$ cat src/rtl/core/ptc_pkg.sv
// ============================================================================
// ptc_pkg
// Shared types, register codes and helpers for the pixel tint colorize core.
// ============================================================================
`default_nettype none

package ptc_pkg;

    localparam int PTC_CHANNEL_BITS = 8;
    localparam int PTC_AW           = 4;   // byte address, three 32-bit registers
    localparam int PTC_PIPE_LAT     = 8;   // accept edge to result edge
    localparam int PTC_WGT_BITS     = 17;  // blend weights, 0..65536

    // register codes (word index = paddr[3:2])
    localparam logic [1:0] PTC_REG_HUE   = 2'd0;
    localparam logic [1:0] PTC_REG_SAT   = 2'd1;
    localparam logic [1:0] PTC_REG_SHIFT = 2'd2;

    localparam logic [8:0] PTC_HUE_RST   = 9'd0;
    localparam logic [6:0] PTC_SAT_RST   = 7'd0;
    localparam logic [7:0] PTC_SHIFT_RST = 8'd41;
    localparam logic [6:0] PTC_PCT_FULL  = 7'd100;

    typedef enum logic [1:0] {
        TINT_IDLE,
        TINT_PREP,
        TINT_MUL,
        TINT_FIX
    } t_ptc_tint_state;

    typedef struct packed {
        logic valid;
        logic frc_zero;   // shift at or below -100: black
        logic frc_full;   // shift at or above +100: white
    } t_ptc_ctl;

    // hue ramp: rises 0..60, flat to 180, falls to 240, zero above
    function automatic logic [5:0] ptc_ramp(input logic [8:0] ang);
        logic [8:0] down;
        down = 9'd240 - ang;
        if (ang < 9'd60) begin
            ptc_ramp = ang[5:0];
        end else if (ang < 9'd180) begin
            ptc_ramp = 6'd60;
        end else if (ang < 9'd240) begin
            ptc_ramp = down[5:0];
        end else begin
            ptc_ramp = 6'd0;
        end
    endfunction

    // modulo 360 for angles below 720
    function automatic logic [8:0] ptc_wrap360(input logic [9:0] ang);
        logic [9:0] sub;
        sub = ang - 10'd360;
        ptc_wrap360 = (ang >= 10'd360) ? sub[8:0] : ang[8:0];
    endfunction

endpackage

`default_nettype wire

$ cat src/rtl/core/ptc_blend.sv
// ============================================================================
// ptc_blend
// Two-stage per-channel blend: tint*a + M*b, round, clamp, force overrides.
// ============================================================================
`default_nettype none

module ptc_blend import ptc_pkg::*; #(
    parameter int CHANNEL_BITS = PTC_CHANNEL_BITS
) (
    input  logic                             i_clk,
    input  logic                             i_rst_n,
    input  t_ptc_ctl                         i_ctl,
    input  logic [PTC_WGT_BITS-1:0]          i_wa,
    input  logic [PTC_WGT_BITS-1:0]          i_wb,
    input  logic [2:0][CHANNEL_BITS+15:0]    i_col,
    input  logic [CHANNEL_BITS-1:0]          i_alpha,
    output logic                             o_valid,
    output logic [2:0][CHANNEL_BITS-1:0]     o_pix,
    output logic [CHANNEL_BITS-1:0]          o_alpha
);

    localparam int AW = CHANNEL_BITS + 33;
    localparam int WW = CHANNEL_BITS + 17;
    localparam logic [AW-1:0]           RND   = AW'(1) << 31;
    localparam logic [CHANNEL_BITS:0]   MAXV  = (CHANNEL_BITS + 1)'((1 << CHANNEL_BITS) - 1);

    t_ptc_ctl                r_s7_ctl;
    logic [AW-1:0]           r_pc [3];
    logic [WW-1:0]           r_pw;
    logic [CHANNEL_BITS-1:0] r_s7_alpha;

    logic                    r_valid;
    logic [2:0][CHANNEL_BITS-1:0] r_pix;
    logic [CHANNEL_BITS-1:0] r_alpha;

    logic [AW-1:0]           acc  [3];
    logic [CHANNEL_BITS:0]   val  [3];
    logic [2:0][CHANNEL_BITS-1:0] pix;

    always_comb begin
        for (int i = 0; i < 3; i++) begin
            acc[i] = r_pc[i] + AW'({r_pw, 16'd0}) + RND;
            val[i] = acc[i][AW-1:32];
            if (r_s7_ctl.frc_zero) begin
                pix[i] = '0;
            end else if (r_s7_ctl.frc_full || (val[i] > MAXV)) begin
                pix[i] = MAXV[CHANNEL_BITS-1:0];
            end else begin
                pix[i] = val[i][CHANNEL_BITS-1:0];
            end
        end
    end

    always_ff @(posedge i_clk) begin
        if (!i_rst_n) begin
            r_s7_ctl <= '0;
            r_valid  <= 1'b0;
        end else begin
            r_s7_ctl <= i_ctl;
            r_valid  <= r_s7_ctl.valid;
        end
    end

    always_ff @(posedge i_clk) begin
        for (int i = 0; i < 3; i++) begin
            r_pc[i] <= AW'(i_col[i]) * AW'(i_wa);
        end
        r_pw       <= (WW'(i_wb) << CHANNEL_BITS) - WW'(i_wb);
        r_s7_alpha <= i_alpha;
        r_pix      <= pix;
        r_alpha    <= r_s7_alpha;
    end

    assign o_valid = r_valid;
    assign o_pix   = r_pix;
    assign o_alpha = r_alpha;

endmodule

`default_nettype wire

$ cat config.mk
export PLATFORM = sky130hd
export DESIGN_NAME = ptc_blend
export DESIGN_NICKNAME = d
export VERILOG_FILES = /design/src/rtl/core/ptc_pkg.sv /design/src/rtl/core/ptc_blend.sv
export SDC_FILE = /design/constraint.sdc
export NUM_CORES = 2
export LEC_CHECK = 0
export BUFFER_PORTS_ARGS = -buffer_cell sky130_fd_sc_hd__buf_2
export CORE_UTILIZATION = 40
export CTS_CLUSTER_SIZE = 24
export DETAILED_ROUTE_END_ITERATION = 16
export SYNTH_ARGS = -nofsm -noshare
export SYNTH_HDL_FRONTEND = slang
export SYNTH_SLANG_ARGS = --single-unit
$ cat constraint.sdc
create_clock -name i_clk -period 7.4 [get_ports i_clk]
set_input_delay 1.11 -clock i_clk [delete_from_list [all_inputs] [get_ports i_clk]]
set_output_delay 1.11 -clock i_clk [all_outputs]
set_load 0.01 [all_outputs]
==> results.py <==
metrics = {
    "synth": {
        "synthTopCellsByArea": "fa_1, ha_1, inv_1",
        "synth_top_area_cell": "fa_1",
        "synthAdderAreaFrac": 0.577,
        "synth_cell_types": 75,
        "ys_ff_latch": 144,
        "synth_nets": 6588,
        "netlist_instances": 5004,
        "ys_warn_count": 0,
        "synth_xor_area_frac": 0.0250,
        "avgSynthCellArea_sq_um": 8.90,
        "netlist_area_sq_um": 44600,
        "synth_top_family_by_area": "adder cells",
        "synth_edf_count": 0,
        "synthArstFlopShare": 0,
        "ys.flop_type": "dfxtp_1",
        "synth_compound_gate_area_share": 0.0555,
        "yosys.area_share.simple": 0.155,
        "yosysSeqAreaShare": 0.0647,
        "synth_top_area_frac": 0.441,
        "synthMuxAreaShare": 0.000477,
    },
    "clock_network": {
        "cts_tree": "done",
        "clkTransAtPathRegs_ns": 0.06,
        "cts-htree-levels": 4,
        "post-cts-setup-buffer-count": 0,
        "cts-root-buf": "clkbuf_16",
        "max-clock-path-buffers": 2,
        "clock-sinks": 144,
        "cts-resized-gates": 0,
        "cts_buffers": 17,
        "hold_buffers": 0,
        "clk_latency_ns": 0.48,
    },
    "detailed_routing": {
        "drt-total-wl_um": 112000,
        "ant_nets": 0,
        "dr.pass1.iters": 5,
        "wl_per_cell_um": 16.8,
        "routed-via-count": 32600,
        "viasPerCell": 4.89,
        "drt-initial-drc-count": 1552,
        "drc": 0,
    },
    "placed_design": {
        "place.gp.congestion": 0.895,
        "port_buffers": 151,
        "post-place-ws_ns": -0.120,
        "dp_hpwl_um": 97000,
        "dp.cells": 6626,
        "placed_area_sq_um": 48200,
    },
    "layout": {
        "fin_area_sq_um": 48800,
        "layout_commonest_cell": "inv_1",
        "mostFrequentLayoutCells": "inv_1, fa_1, nand2_1",
        "synthToLayoutAreaGrowth_pct": 9.57,
        "layout-drive-gt1-share": 0.0787,
        "nNetsFinal": 6741,
        "instances_no_fill": 6664,
    },
    "floorplanning": {
        "dieArea_sq_um": 113000,
        "design.core.area_sq_um": 111000,
        "row_count": 122,
        "pin_count": 152,
        "start_util": 0.403,
        "dieHeight_um": 336,
        "die_w_um": 336,
    },
    "worst_setup_path": {
        "path_class": "in -> reg",
        "slowest_stage": "fa_1",
        "path_cells": "buf_2, buf_12, nand2_1, fa_1, fa_1, fa_1, inv_1, fa_1, fa_1, inv_1, fa_1, inv_1, ha_1, a21o_1, a21o_1, a21oi_2, and3_4, a31oi_4, a221o_2, a221o_1, or4b_1, nand3_1",
        "end_kind": "flip-flop",
        "worst_path_largest_cell_delay_ns": 0.52,
        "path_max_fanout": 20,
        "cp-start-kind": "input pin",
        "worst_ep_arrival_time_ns": 7.43,
        "worst_path_most_repeated_cell": "fa_1",
        "critPathRequiredTime_ns": 7.81,
    },
    "timing": {
        "fin_crit_ns": 7.02,
        "setup_ws_ns": 0.379,
        "rsz0062_at_grt": "no",
        "setup-violations-final": 0,
        "max_slew.worst_pin.slew_ns": 0.780,
        "clock_skew_ns": 0.0146,
        "max_freq_ghz": 0.142,
        "maxSlewViolCount": 0,
        "maxSlewHeadroom": 0.479,
        "hold_violations": 0,
        "timing.final.crit_share": 0.949,
    },
    "global_routing": {
        "overflow": 0,
        "grt_max_degree": 71,
        "first_global_vias": 35000,
        "antenna_found_initial": 11,
        "grt_usage": 0.208,
        "grt_pass1_wl_um": 185000,
    },
    "min_path": {
        "holdCritPathClass": "reg -> reg",
    },
    "run_status": {
        "status": "finished, final reports clean",
    },
    "flow_run": {
        "drv_cap": 0,
    },
}
## per-stage QoR
step,hold WS [ns],util,setup TNS [ns]
3_3_place_gp,0.310,0.436,-0.337
2_1_floorplan,0.310,-,0
4_1_cts,0.329,0.442,0
3_5_place_dp,0.312,0.436,-1.14
5_1_grt,0.335,0.442,0
6_report,0.328,0.442,0
## layer usage
metal	GRT usage	share of wire	up-vias
met3	0.0266	0.050	127
li1	-	-	15100
met5	0	0.00032	-
met2	0.359	0.49	666
met1	0.278	0.44	16700
met4	0.0455	0.018	6
## kinds of logic (layout without fill, tap and decap cells)
group                    after synthesis  after routing
multiplexers                           2              2
flip-flops                           144            144
XOR/XNOR                             127            127
AND/OR/NAND/NOR                     1434           1434
AO/OA/AOI/OAI                        370            370
adder cells (fa/ha/maj)             1465           1465
other                                  0              6
buffers and inverters               1462           1628
## area by class of cell
type,instances,area [sq um]
diodes,6,15.0
clock buffers,18,429
clock inverters,14,144
fillers,10900,61700
inverters,1239,4650
multi-input cells,3398,36200
flip-flops and latches,144,2880
well taps,1488,1860
repair buffers,357,2650
## cell usage after synthesis, types with 16 or more instances
master	instances
nand4_1	17
dfxtp_1	144
nor2_1	51
nand3_1	25
and3_1	17
xnor2_1	84
o21ai_0	43
a211oi_1	16
ha_1	484
fa_1	981
and2_1	471
nand2_1	785
a21oi_1	123
a21o_1	76
clkbuf_1	223
inv_1	1239
xor2_1	43
## flip-flops by register name, summed over array words and instances (netlist names)
register,count
o_alpha,8
o_pix,24
o_valid,1
r_pc,75
r_pw,25
r_s7_alpha,8
r_s7_ctl,3
## critical path: cells and delay by family
kind	cells	cell delay [ns]
buffers and inverters	5	0.65
adder cells (fa/ha/maj)	7	3.30
AO/OA/AOI/OAI	6	1.44
AND/OR/NAND/NOR	4	0.89
## worst paths after layout
check	slack [ns]	depth (start not counted)	from	end
worst max-delay path	0.38	22	i_wa[2]	r_pc[0][76]
worst min-delay path	0.33	0	r_s7_alpha[4]	o_alpha[4]
worst max register to register	3.46	11	r_pw[2]	o_pix[0]
worst min register to register	0.33	0	r_s7_alpha[4]	o_alpha[4]
Power is not shown: default switching activity piles up to over one toggle a cycle in this logic, so the estimate is an artifact.
