### src/rtl/core/ptc_pkg.sv
// ============================================================================
// ptc_pkg
// Shared types, register codes and helpers for the pixel tint colorize core.
// ============================================================================
`default_nettype none

package ptc_pkg;

    localparam int PTC_CHANNEL_BITS = 8;
    localparam int PTC_AW           = 4;   // byte address, three 32-bit registers
    localparam int PTC_PIPE_LAT     = 8;   // accept edge to result edge
    localparam int PTC_WGT_BITS     = 17;  // blend weights, 0..65536

    // register codes (word index = paddr[3:2])
    localparam logic [1:0] PTC_REG_HUE   = 2'd0;
    localparam logic [1:0] PTC_REG_SAT   = 2'd1;
    localparam logic [1:0] PTC_REG_SHIFT = 2'd2;

    localparam logic [8:0] PTC_HUE_RST   = 9'd0;
    localparam logic [6:0] PTC_SAT_RST   = 7'd0;
    localparam logic [7:0] PTC_SHIFT_RST = 8'd41;
    localparam logic [6:0] PTC_PCT_FULL  = 7'd100;

    typedef enum logic [1:0] {
        TINT_IDLE,
        TINT_PREP,
        TINT_MUL,
        TINT_FIX
    } t_ptc_tint_state;

    typedef struct packed {
        logic valid;
        logic frc_zero;   // shift at or below -100: black
        logic frc_full;   // shift at or above +100: white
    } t_ptc_ctl;

    // hue ramp: rises 0..60, flat to 180, falls to 240, zero above
    function automatic logic [5:0] ptc_ramp(input logic [8:0] ang);
        logic [8:0] down;
        down = 9'd240 - ang;
        if (ang < 9'd60) begin
            ptc_ramp = ang[5:0];
        end else if (ang < 9'd180) begin
            ptc_ramp = 6'd60;
        end else if (ang < 9'd240) begin
            ptc_ramp = down[5:0];
        end else begin
            ptc_ramp = 6'd0;
        end
    endfunction

    // modulo 360 for angles below 720
    function automatic logic [8:0] ptc_wrap360(input logic [9:0] ang);
        logic [9:0] sub;
        sub = ang - 10'd360;
        ptc_wrap360 = (ang >= 10'd360) ? sub[8:0] : ang[8:0];
    endfunction

endpackage

`default_nettype wire

### src/rtl/core/ptc_light_pipe.sv
// ============================================================================
// ptc_light_pipe
// Six-stage path from pixel lightness and shift to the two blend weights
// (tint weight a, white weight b, both Q16).
// ============================================================================
`default_nettype none

module ptc_light_pipe import ptc_pkg::*; #(
    parameter int CHANNEL_BITS = PTC_CHANNEL_BITS
) (
    input  logic                      i_clk,
    input  logic                      i_rst_n,
    input  logic                      i_valid,
    input  logic [CHANNEL_BITS-1:0]   i_red,
    input  logic [CHANNEL_BITS-1:0]   i_green,
    input  logic [CHANNEL_BITS-1:0]   i_blue,
    input  logic [CHANNEL_BITS-1:0]   i_alpha,
    input  logic [7:0]                i_shift,
    output t_ptc_ctl                  o_ctl,
    output logic [PTC_WGT_BITS-1:0]   o_wa,
    output logic [PTC_WGT_BITS-1:0]   o_wb,
    output logic [CHANNEL_BITS-1:0]   o_alpha
);

    localparam int LW      = CHANNEL_BITS + 1;
    localparam int KW      = CHANNEL_BITS + 8;
    localparam int RW      = 18;
    localparam int PW      = KW + 19;
    localparam int EW      = 18;
    localparam int DNW     = CHANNEL_BITS + 7;
    localparam int MW      = CHANNEL_BITS + 25;
    localparam int DEN_INT = 100 * ((1 << CHANNEL_BITS) - 1);
    localparam logic [LW-1:0]  TWO_MAX  = LW'(2 * ((1 << CHANNEL_BITS) - 1));
    localparam logic [DNW-1:0] DEN      = DNW'(DEN_INT);
    localparam logic [DNW-1:0] HALF_DEN = DNW'(DEN_INT / 2);
    localparam logic [63:0]    RCP64    = (64'd1 << (KW + 16)) / 64'(DEN_INT);
    localparam logic [RW-1:0]  RCP      = RCP64[RW-1:0];
    localparam logic [PW-1:0]  EST_RND  = PW'(1) << (KW - 1);
    localparam logic [EW-1:0]  Q_ONE    = EW'(65536);
    localparam logic [EW-1:0]  Q_TWO    = EW'(131072);

    t_ptc_ctl                r_ctl   [6];
    logic [CHANNEL_BITS-1:0] r_alpha [6];
    logic                    r_neg   [5];

    logic [LW-1:0]  r_s1_l;
    logic [6:0]     r_s1_w;
    logic [KW-1:0]  r_s2_k;
    logic [PW-1:0]  r_s3_p;
    logic [KW-1:0]  r_s3_k;
    logic [MW-1:0]  r_s4_m;
    logic [MW-1:0]  r_s4_y;
    logic [EW-1:0]  r_s4_e;
    logic [EW-1:0]  r_s5_f;
    logic [PTC_WGT_BITS-1:0] r_s6_a, r_s6_b;

    logic [CHANNEL_BITS-1:0] mx, mn;
    logic [LW-1:0]  sum;
    logic [8:0]     sh9, wtmp;
    logic           neg;
    t_ptc_ctl       ctl_in;
    logic           f_up;
    logic [EW-1:0]  s6_a, s6_b;

    // stage 1: max/min, lightness sum, shift weight
    always_comb begin
        mx = i_red;
        mn = i_red;
        if (i_green > mx) mx = i_green;
        if (i_blue  > mx) mx = i_blue;
        if (i_green < mn) mn = i_green;
        if (i_blue  < mn) mn = i_blue;
        sum  = LW'(mx) + LW'(mn);
        sh9  = {i_shift[7], i_shift};
        neg  = i_shift[7];
        wtmp = neg ? (9'd100 + sh9) : (9'd100 - sh9);
        ctl_in.valid    = i_valid;
        ctl_in.frc_zero = ($signed(i_shift) <= -8'sd100);
        ctl_in.frc_full = ($signed(i_shift) >= 8'sd100);
    end

    // stage 5 correction and stage 6 weights
    always_comb begin
        f_up = ((MW + 1)'(r_s4_m) + (MW + 1)'(DEN)) <= (MW + 1)'(r_s4_y);
        s6_a = (r_s5_f <= Q_ONE) ? r_s5_f : (Q_TWO - r_s5_f);
        if (r_neg[4]) begin
            s6_b = (r_s5_f > Q_ONE) ? (r_s5_f - Q_ONE) : '0;
        end else begin
            s6_b = (r_s5_f < Q_ONE) ? (Q_ONE - r_s5_f) : '0;
        end
    end

    always_ff @(posedge i_clk) begin
        if (!i_rst_n) begin
            for (int i = 0; i < 6; i++) begin
                r_ctl[i] <= '0;
            end
        end else begin
            r_ctl[0] <= ctl_in;
            for (int i = 1; i < 6; i++) begin
                r_ctl[i] <= r_ctl[i-1];
            end
        end
    end

    always_ff @(posedge i_clk) begin
        r_alpha[0] <= i_alpha;
        for (int i = 1; i < 6; i++) begin
            r_alpha[i] <= r_alpha[i-1];
        end
        r_neg[0] <= neg;
        for (int i = 1; i < 5; i++) begin
            r_neg[i] <= r_neg[i-1];
        end
        // stage 1
        r_s1_l <= neg ? sum : (TWO_MAX - sum);
        r_s1_w <= wtmp[6:0];
        // stage 2: k = weight * lightness term
        r_s2_k <= KW'(r_s1_w) * KW'(r_s1_l);
        // stage 3: quotient estimate by reciprocal
        r_s3_p <= PW'(r_s2_k) * PW'(RCP) + EST_RND;
        r_s3_k <= r_s2_k;
        // stage 4: back-multiply estimate, build exact dividend
        r_s4_e <= r_s3_p[KW+EW-1:KW];
        r_s4_m <= MW'(r_s3_p[KW+EW-1:KW]) * MW'(DEN);
        r_s4_y <= MW'({r_s3_k, 16'd0}) + MW'(HALF_DEN);
        // stage 5: estimate is exact or one low
        r_s5_f <= r_s4_e + EW'(f_up);
        // stage 6
        r_s6_a <= s6_a[PTC_WGT_BITS-1:0];
        r_s6_b <= s6_b[PTC_WGT_BITS-1:0];
    end

    assign o_ctl   = r_ctl[5];
    assign o_wa    = r_s6_a;
    assign o_wb    = r_s6_b;
    assign o_alpha = r_alpha[5];

endmodule

`default_nettype wire

### config.mk
export PLATFORM = sky130hd
export DESIGN_NAME = ptc_light_pipe
export DESIGN_NICKNAME = d
export VERILOG_FILES = /design/src/rtl/core/ptc_pkg.sv /design/src/rtl/core/ptc_light_pipe.sv
export SDC_FILE = /design/constraint.sdc
export NUM_CORES = 1
export LEC_CHECK = 0
export BUFFER_PORTS_ARGS = -buffer_cell sky130_fd_sc_hd__buf_4
export CAP_MARGIN = 10
export CORE_AREA = 5 5 304 157
export CTS_CLUSTER_SIZE = 24
export DETAILED_ROUTE_END_ITERATION = 6
export DIE_AREA = 0 0 309 162
export PLACE_DENSITY = 0.67
export SLEW_MARGIN = 20
export SYNTH_ARGS = -nofsm -noshare
export SYNTH_HDL_FRONTEND = slang
export SYNTH_SLANG_ARGS = --single-unit
### constraint.sdc
create_clock -name i_clk -period 9.8 [get_ports i_clk]
set_input_delay 2.45 -clock i_clk [delete_from_list [all_inputs] [get_ports i_clk]]
set_output_delay 2.45 -clock i_clk [all_outputs]
set_load 0.01 [all_outputs]
==> results.tsv, run 1 <==
stage	metric	value	unit
outcome	status	completed	
setup_path	crit path launch	r_s2_k[4]	
min_path	Tightest Hold Check Type	reg2reg	
clocking	Clock Tree Buf Depth	3	
cells_and_area	layout cells sized above 1	7.187	%
setup_path	CP max FO	7	
timing	final setup violation count	0	
setup_path	R2R setup slack	2.04	ns
timing	clk_skew	0.02288	ns
logic_synthesis	Yosys reg bits	253	
clocking	CTS resizes	0	
setup_path	R2R Path End	r_s3_p[33]	
clocking	hold buffers post-CTS	0	
clocking	H-tree lvl count	1	
clocking	CTS tree	built	
setup_path	crit-path max cell delay	0.61	ns
global_route	global-route wire length before repair	71740	um
setup_path	Worst EP arrival	8.17	ns
floorplanning	starting density of the core	44.47	%
timing	RSZ-0062 raised after global routing	no	
setup_path	buffers and inverters on the worst path	6	
setup_path	CP Capture Type	register	
floorplanning	Die Width	309	um
setup_path	CP max-delay cell	fa_1	
global_route	vias in the first global route	13594	
setup_path	Worst Setup Path Type	reg2reg	
drt	average wire per standard cell	16.18	um
run	Max Cap Violations	0	
placed_design	I/O Buffers	87	
logic_synthesis	Synth cell types	67	
logic_synthesis	count of flip-flops with a built-in enable after synthesis	0	
timing	Worst-Margin Slew	0.9173	ns
timing	total negative slack	0	ns
setup_path	FF-to-FF Start	r_s2_k[4]	
cells_and_area	layout filler cell count	4046	
setup_path	Top delay family on crit path	adder cells	
logic_synthesis	Mapped Cells	1976	
cells_and_area	ant diodes	0	
drt	routed wl met3	3968	um
drt	via/cell ratio	4.911	
timing	Slew HR	38.43	%
logic_synthesis	cell taking the most area after synthesis	dfxtp_1	
global_route	largest net degree at the start of global routing	20	
drt	first-pass iteration count of the detailed router	4	
timing	fmax	128.9	MHz
floorplanning	FP Rows	55	
drt	uppermost layer routed	met4	
setup_path	Startpoint Class	register	
min_path	Hold Crit Depth	0	
placed_design	RePlAce Congestion	0.9838	
global_route	Overall Global Routing Usage	17.67	%
min_path	min-delay src	r_s3_k[10]	
clocking	Clock transition at path regs	0.08	ns
logic_synthesis	synth warn	0	
cells_and_area	Final Instance Area	21950	sq um
clocking	CTS Sinks	253	
drt	Iteration-0 DRC Markers	794	
drt	M1 wire length	22800	um
floorplanning	# IOs	88	
logic_synthesis	Area contributors post-synth	dfxtp_1, fa_1, ha_1, inv_1, xnor2_1	
min_path	hold endpoint	r_s4_y[26]	
logic_synthesis	post-synth top area share	25.50	%
timing	worst hold slack	0.3224	ns
floorplanning	CORE AREA	44660	sq um
cells_and_area	area grow syn2layout	10.53	%
global_route	grt ovf	0	
placed_design	Placed Area	21210	sq um
logic_synthesis	Syn Area/Cell	10.05	sq um
drt	via count	13185	
timing	Final Max Tran Viols	0	
drt	Routed Antenna Nets	0	
drt	Remaining DRCs	0	
timing	final period utilization	79.18	%
timing	Fin. Hold Viols	0	
logic_synthesis	sequential cell area fraction in the yosys report	25.50	%
clocking	setup bufs post-CTS	0	
floorplanning	Die H	162	um
clocking	CTS Buf Count	22	
logic_synthesis	prevailing post-synth register cell	dfxtp_1	
clocking	Root Driver	clkbuf_16	
logic_synthesis	syn nets	2555	
global_route	initial antenna violation count	0	
drt	met2 WL post-DR	16380	um
placed_design	hpwl dp	37250	um
setup_path	most used cell along the critical path	inv_1	
drt	Total Wirelength	43430	um
clocking	Worst-Skew Late Latency	0.54	ns
logic_synthesis	Synth async-reset ratio	0	%
logic_synthesis	mapped cell area	19860	sq um
floorplanning	die footprint	50060	sq um
setup_path	critical path data required time	10.21	ns
timing	Tmin final	7.760	ns
cells_and_area	final net count	2650	
cells_and_area	Util after Layout	49.15	%
setup_path	worst r2r path cells	26	
[registers in the layout, summed over array words and instances (netlist names), 7 cells and up]
signal   flops
r_ctl       18
r_s4_e      18
r_s3_p      18
r_s1_l       9
r_s4_y      16
o_wa        17
r_s2_k      16
r_alpha     48
r_s5_f      18
r_s4_m      30
r_s1_w       7
o_wb        17
r_s3_k      16
[metal layers]
layer / track usage (%) / vias to the layer above
met4: 1.266 / 0
met5: 0 / -
li1: - / 6568
met1: 27.65 / 6299
met2: 23.91 / 290
met3: 6.659 / 28
[layout by cell type (no fill, tap or decap), drive strengths merged, types with 7 or more instances in the layout]
cell type / netlist / final
nor2b: 13 / 13
inv: 399 / 406
nand2b: 10 / 10
dfxtp: 253 / 253
fa: 207 / 207
or4: 7 / 7
a31oi: 8 / 8
clkbuf: 14 / 28
a21oi: 75 / 75
o21a: 9 / 9
and2: 52 / 52
a21o: 32 / 32
xnor2: 95 / 95
and3: 11 / 11
nand3: 27 / 27
nand4: 13 / 13
o211ai: 7 / 7
buf: 4 / 89
nand2: 118 / 118
xor2: 42 / 42
o31ai: 7 / 7
ha: 329 / 329
nor3: 17 / 17
mux2i: 28 / 28
nor2: 48 / 48
o21ai: 57 / 57
o21bai: 21 / 21
or3: 14 / 14
[area by class of cell]
cell class | instances | area [sq um] | area share [%]
flip-flops and latches | 253 | 5065 | 23.07
repair buffers | 89 | 668.1 | 3.044
clock inverters | 12 | 161.4 | 0.7353
clock buffers | 28 | 583.1 | 2.656
inverters | 399 | 1498 | 6.822
multi-input cells | 1306 | 13230 | 60.26
well taps | 598 | 748.2 | 3.408
[worst max path at each step]
stage	slack [ns]	to	depth (start not counted)
3_5_place_dp	1.80	r_s1_l[8]	31
3_3_place_gp	2.01	r_s1_l[7]	30
2_1_floorplan	2.34	r_s1_l[8]	31
6_report	2.04	r_s3_p[33]	26
4_1_cts	1.98	r_s3_p[33]	26
5_1_grt	1.60	r_s3_p[33]	26
[cell families (layout without fill, tap and decap cells)]
| family | count (synthesis) | after routing | synth area share [%] |
|---|---|---|---|
| compound gates | 247 | 247 | 8.164 |
| flops | 253 | 253 | 25.50 |
| buf+inv | 417 | 528 | 7.893 |
| xor+xnor | 137 | 137 | 6.079 |
| mux | 32 | 32 | 1.638 |
| fa+ha+maj | 536 | 536 | 41.59 |
| simple gates | 354 | 354 | 9.134 |
[cells in the mapped netlist, types with 6 or more instances]
master and instances:
xor2_1 41, inv_1 399, mux2i_1 28, o21bai_1 21
nand3_1 27, xnor2_1 95, nor2_1 47, o21a_1 9
nand4_1 13, a31oi_1 7, nor2b_1 13, nor3_1 17
ha_1 329, o211ai_1 6, o21ai_0 52, fa_1 207
a21oi_1 74, nand2b_1 10, clkbuf_1 14, nand2_1 118
or3_1 13, and3_1 11, a21o_1 32, dfxtp_1 253
and2_1 52, o31ai_1 6
[metrics by stage]
step           std cells  worst slack (ns)
6_report            2685             2.040
5_1_grt             2685             1.604
4_1_cts             2685             1.984
3_5_place_dp        2645             1.798
3_3_place_gp        2645             2.007
2_1_floorplan       1976             2.345
Power of run 1 is not shown: default switching activity piles up to over one toggle a cycle in this logic, so the estimate is an artifact.
==> run 2: changes to the inputs <==
--- a/config.mk
+++ b/config.mk
@@ -11,7 +11,7 @@
 export CTS_CLUSTER_SIZE = 24
 export DETAILED_ROUTE_END_ITERATION = 6
 export DIE_AREA = 0 0 309 162
-export PLACE_DENSITY = 0.67
+export PLACE_DENSITY = 0.69
 export SLEW_MARGIN = 20
 export SYNTH_ARGS = -nofsm -noshare
 export SYNTH_HDL_FRONTEND = slang
==> constraint.sdc (replaced) <==
create_clock -name i_clk -period 6.3 [get_ports i_clk]
set_input_delay 1.575 -clock i_clk [delete_from_list [all_inputs] [get_ports i_clk]]
set_output_delay 1.575 -clock i_clk [all_outputs]
set_load 0.01 [all_outputs]
==> run 2 against run 1 <==
Net effect: the flow now finishes with violations (negative setup slack); maximum frequency up 16%; non-clock buffer count grew 125; die area unchanged; setup slack worse by 2.4 ns; critical endpoint unchanged; highest routed layer unchanged; worst hold slack improved by 0.0027 ns; register-to-register slack worse by 2.4 ns; critical path depth decreased by 1; via count up 5.1%.
==> results.tsv, run 2 (synthesis results as in run 1) <==
stage	metric	value	unit
clocking	Clock Tree Buf Depth	3	
global_route	global-route wire length before repair	76960	um
floorplanning	Die H	162	um
drt	via count	13854	
clocking	Root Driver	clkbuf_16	
placed_design	hpwl dp	39250	um
drt	Iteration-0 DRC Markers	826	
setup_path	R2R setup slack	-0.41	ns
global_route	initial antenna violation count	0	
timing	worst hold slack	0.3251	ns
drt	Total Wirelength	46520	um
floorplanning	starting density of the core	44.47	%
clocking	H-tree lvl count	1	
drt	Routed Antenna Nets	0	
cells_and_area	top flop regs	r_alpha (48), r_s4_m (30)	
setup_path	critical path data required time	6.72	ns
setup_path	crit-path max cell delay	0.63	ns
setup_path	crit path launch	r_s2_k[6]	
drt	Remaining DRCs	0	
clocking	CTS Sinks	253	
setup_path	Worst Setup Path Type	reg2reg	
run	Max Cap Violations	0	
clocking	Clock transition at path regs	0.10	ns
cells_and_area	most common cell after layout, fill and taps aside	inv_1	
global_route	vias in the first global route	14736	
placed_design	I/O Buffers	87	
timing	clk_skew	0.04182	ns
clocking	Worst-Skew Late Latency	0.56	ns
setup_path	CP max FO	5	
setup_path	worst r2r path cells	25	
cells_and_area	Biggest register	r_alpha	
global_route	grt ovf	0	
cells_and_area	final net count	2776	
timing	Tmin final	6.707	ns
min_path	Tightest Hold Check Type	reg2reg	
timing	Fin. Hold Viols	0	
outcome	status	complete, but fails checks	
timing	total negative slack	-1.507	ns
floorplanning	CORE AREA	44660	sq um
setup_path	Startpoint Class	register	
timing	RSZ-0062 raised after global routing	yes	
setup_path	worst setup path endpoint	r_s3_p[33]	
timing	final period utilization	106.5	%
timing	final setup violation count	7	
floorplanning	# IOs	88	
global_route	largest net degree at the start of global routing	20	
setup_path	most used cell along the critical path	ha_1	
clocking	CTS Buf Count	23	
clocking	CTS tree	built	
cells_and_area	most frequent cells in the layout	inv_1, ha_1, dfxtp_1, buf_4, fa_1	
timing	Final Max Tran Viols	0	
drt	average wire per standard cell	16.56	um
cells_and_area	layout cells sized above 1	14.74	%
floorplanning	die footprint	50060	sq um
timing	Worst-Margin Slew	0.6773	ns
setup_path	CP Capture Type	register	
drt	first-pass iteration count of the detailed router	5	
timing	fmax	149.1	MHz
cells_and_area	layout filler cell count	4002	
floorplanning	Die Width	309	um
cells_and_area	Largest register FFs	48	
setup_path	CP max-delay cell	fa_2	
cells_and_area	area grow syn2layout	16.75	%
cells_and_area	ant diodes	0	
floorplanning	FP Rows	55	
timing	setup ws final	-0.4073	ns
global_route	Overall Global Routing Usage	18.92	%
drt	via/cell ratio	4.932	
placed_design	RePlAce Congestion	0.9604	
outcome	failing checks	negative setup slack	
timing	Slew HR	54.37	%
setup_path	FF-to-FF Start	r_s2_k[6]	
setup_path	R2R Path End	r_s3_p[33]	
setup_path	Worst EP arrival	7.13	ns
## run 2: cell types whose count changed in the layout (fill, tap and decap cells not counted), sizes merged
| cell | before | now |
|---|---|---|
| buf | 89 | 214 |
| clkinv | 2 | 5 |
| inv | 406 | 403 |
| bufinv | 2 | 1 |
| clkbuf | 28 | 27 |
| clkinvlp | 1 | 2 |
## run 2: area by class of cell
type | instances | area [sq um] | share of cell area (%)
repair buffers | 214 | 1637 | 7.058
multi-input cells | 1306 | 13470 | 58.08
well taps | 598 | 748.2 | 3.227
inverters | 399 | 1498 | 6.459
clock inverters | 12 | 137.6 | 0.5935
clock buffers | 27 | 611.8 | 2.639
flip-flops and latches | 253 | 5089 | 21.94
## run 2: stage by stage
stage / area, sq um / util, % / worst slack (ns) / instances
6_report: 23190 / 51.92 / -0.4073 / 2809
5_1_grt: 23190 / 51.92 / -0.6624 / 2809
4_1_cts: 23040 / 51.60 / -0.3814 / 2805
3_5_place_dp: 22170 / 49.64 / -0.5052 / 2760
3_3_place_gp: 22170 / 49.64 / -0.3288 / 2760
2_1_floorplan: 19960 / - / -0.1228 / 1976
## run 2: worst min-delay path by stage
stage,start,end,slack (ns),cells after the start
after floorplan,r_alpha[0][0],r_alpha[1][0],0.31,0
after detailed placement,r_alpha[0][1],r_alpha[1][1],0.31,0
after CTS,r_neg[0][0],r_neg[0][1],0.33,0
after global routing,r_s3_k[11],r_s4_y[27],0.33,0
after global placement,r_alpha[2][0],r_alpha[3][0],0.31,0
final,r_neg[0][0],r_neg[0][1],0.33,0
## run 2: critical path: cells and delay by family, from the launching register on
family	cells	cell delay [ns]
AOI/OAI and AO/OA	5	1.11
xor gates and xnor gates	1	0.14
adders and majority gates	7	2.76
buffers and inverters	4	0.31
DFF	1	0.38
muxes	1	0.21
and+or+nand+nor	7	1.63
## run 2: timing repair
item	CTS	global route
hold buffers	0	0
gates cloned	0	0
setup buffers	6	4
setup endpoints to repair	7	22
gates resized for setup	17	29
pin swaps	15	13
## run 2: per-layer routing
| metal | track usage, % | wire, um | vias up | share of wire [%] |
|---|---|---|---|---|
| met2 | 26.04 | 17510 | 386 | 38 |
| li1 | - | - | 6824 | - |
| met1 | 29.46 | 24180 | 6594 | 52 |
| met4 | 2.247 | 521 | 0 | 1.1 |
| met5 | 0 | 0 | - | 0 |
| met3 | 6.229 | 4301 | 50 | 9.2 |
Power of run 2 is left out for the same reason.
==> run 3: changes to the inputs <==
==> constraint.sdc (replaced) <==
create_clock -name i_clk -period 6.3 [get_ports i_clk]
set_input_delay 1.26 -clock i_clk [delete_from_list [all_inputs] [get_ports i_clk]]
set_output_delay 1.26 -clock i_clk [all_outputs]
set_load 0.01 [all_outputs]
==> run 3 against run 2 <==
Net effect: the run still ends with negative setup slack left; non-clock buffer count is 9 lower; maximum frequency down 0.14%; global-route usage rose by 0.11 points; design area down 0.54%; critical path depth is the same; critical endpoint unchanged.
==> results.tsv, run 3 (synthesis results as in run 1) <==
stage	metric	value	unit
setup_path	crit-path max cell delay	0.56	ns
floorplanning	Die Width	309	um
placed_design	Inst Count DP	2754	
min_path	Tightest Hold Check Type	reg2reg	
floorplanning	FP Rows	55	
clocking	Clock Tree Buf Depth	3	
timing	Slew HR	51.83	%
clocking	hold buffers post-CTS	0	
setup_path	most used cell along the critical path	fa_1	
floorplanning	CORE AREA	44660	sq um
min_path	Hold Crit Depth	0	
global_route	largest net degree at the start of global routing	19	
timing	clk_skew	0.03025	ns
timing	worst hold slack	0.3209	ns
setup_path	Top delay family on crit path	adder cells	
setup_path	critical path data required time	6.72	ns
timing	final setup violation count	7	
floorplanning	Die H	162	um
global_route	vias in the first global route	14609	
setup_path	FF-to-FF Start	r_s2_k[4]	
setup_path	CP max-delay cell	fa_1	
setup_path	Startpoint Class	register	
clocking	CTS Sinks	253	
floorplanning	# IOs	88	
setup_path	R2R setup slack	-0.42	ns
timing	final period utilization	106.6	%
placed_design	I/O Buffers	87	
floorplanning	die footprint	50060	sq um
setup_path	CP max FO	3	
setup_path	R2R Path End	r_s3_p[33]	
clocking	Worst-Skew Late Latency	0.55	ns
cells_and_area	most common cell after layout, fill and taps aside	inv_1	
cells_and_area	top flop regs	r_alpha (48), r_s4_m (30)	
cells_and_area	Biggest register	r_alpha	
timing	Tmin final	6.717	ns
cells_and_area	most frequent cells in the layout	inv_1, ha_1, dfxtp_1, fa_1, buf_4	
cells_and_area	area grow syn2layout	16.12	%
clocking	CTS tree	built	
placed_design	RePlAce Congestion	0.9574	
global_route	Overall Global Routing Usage	19.02	%
cells_and_area	Final Non-Filler Cells	2800	
drt	via count	13771	
setup_path	Worst EP arrival	7.14	ns
drt	first-pass iteration count of the detailed router	5	
outcome	failing checks	negative setup slack	
timing	Worst-Margin Slew	0.7150	ns
outcome	status	complete, but fails checks	
run	Max Cap Violations	0	
cells_and_area	layout filler cell count	3923	
timing	fmax	148.9	MHz
timing	Final Max Tran Viols	0	
cells_and_area	Register Area	5085	sq um
setup_path	CP Capture Type	register	
timing	Fin. Hold Viols	0	
drt	Total Wirelength	46570	um
cells_and_area	Util after Layout	51.64	%
drt	via/cell ratio	4.918	
cells_and_area	multi-input gate area in the final layout	13420	sq um
clocking	Root Driver	clkbuf_16	
drt	Iteration-0 DRC Markers	838	
setup_path	worst r2r path cells	25	
drt	average wire per standard cell	16.63	um
clocking	CTS Buf Count	23	
global_route	grt ovf	0	
floorplanning	starting density of the core	44.47	%
cells_and_area	layout cells sized above 1	14.12	%
drt	Remaining DRCs	0	
timing	total negative slack	-1.636	ns
min_path	min-delay src	r_s3_k[10]	
global_route	global-route wire length before repair	77130	um
cells_and_area	Largest register FFs	48	
clocking	H-tree lvl count	1	
setup_path	Worst Setup Path Type	reg2reg	
min_path	hold endpoint	r_s4_y[26]	
clocking	Clock transition at path regs	0.09	ns
timing	setup ws final	-0.4166	ns
timing	RSZ-0062 raised after global routing	yes	
cells_and_area	ant diodes	0	
setup_path	buffers and inverters on the worst path	4	
cells_and_area	final net count	2767	
placed_design	hpwl dp	39410	um
drt	Routed Antenna Nets	0	
global_route	initial antenna violation count	0	
## run 3: changes by cell type in the layout (fill, tap and decap cells not counted), moves of 3 or more
cell	delta
dfxtp_2	-3
dfxtp_1	+3
buf_6	-4
buf_4	-5
## run 3: per-stage QoR
stage / setup WS [ns] / area (sq um)
after global routing: -0.6845 / 23060
after floorplan: -0.1228 / 19960
after CTS: -0.4259 / 22990
after detailed placement: -0.4824 / 22130
final: -0.4166 / 23060
after global placement: -0.3067 / 22130
## run 3: worst register-to-register path, delay by kind of cell (launching register included)
kind	cells	cell delay, ns
adder cells (fa/ha/maj)	8	3.29
multiplexers	1	0.21
AO/OA/AOI/OAI	4	0.74
flip-flops	1	0.35
AND/OR/NAND/NOR	7	1.59
buffers and inverters	4	0.24
XOR/XNOR	1	0.16
## run 3: layout make-up
class	count	share of cell area (%)
multi-input cells	1306	58.18
flip-flops and latches	253	22.05
repair buffers	205	6.738
inverters	399	6.494
well taps	598	3.244
clock buffers	27	2.647
clock inverters	12	0.6510
## run 3: worst max path at each step
stage               from          to  slack, ns  depth (start not counted)
2_1_floorplan  r_s2_k[6]  r_s3_p[33]      -0.12                         25
3_3_place_gp   r_s2_k[6]  r_s3_p[33]      -0.31                         25
3_5_place_dp   r_s2_k[6]  r_s3_p[33]      -0.48                         25
4_1_cts        r_s2_k[6]  r_s3_p[33]      -0.43                         25
5_1_grt        r_s2_k[6]  r_s3_p[33]      -0.68                         25
6_report       r_s2_k[4]  r_s3_p[33]      -0.42                         25
## run 3: timing repair
action,4_1_cts,5_1_grt
buffers inserted,6,2
endpoints found under the setup margin,8,19
pin swaps,12,7
resized for setup,15,16
hold endpoints to repair,0,0
## run 3: metal layers
layer	GRT usage (%)	share of wire, %	vias up
li1	-	-	6806
met1	30.43	53	6582
met2	26.03	38	350
met3	5.695	8.2	33
met4	1.471	0.84	0
met5	0	0	-
Power of run 3 is left out for the same reason.
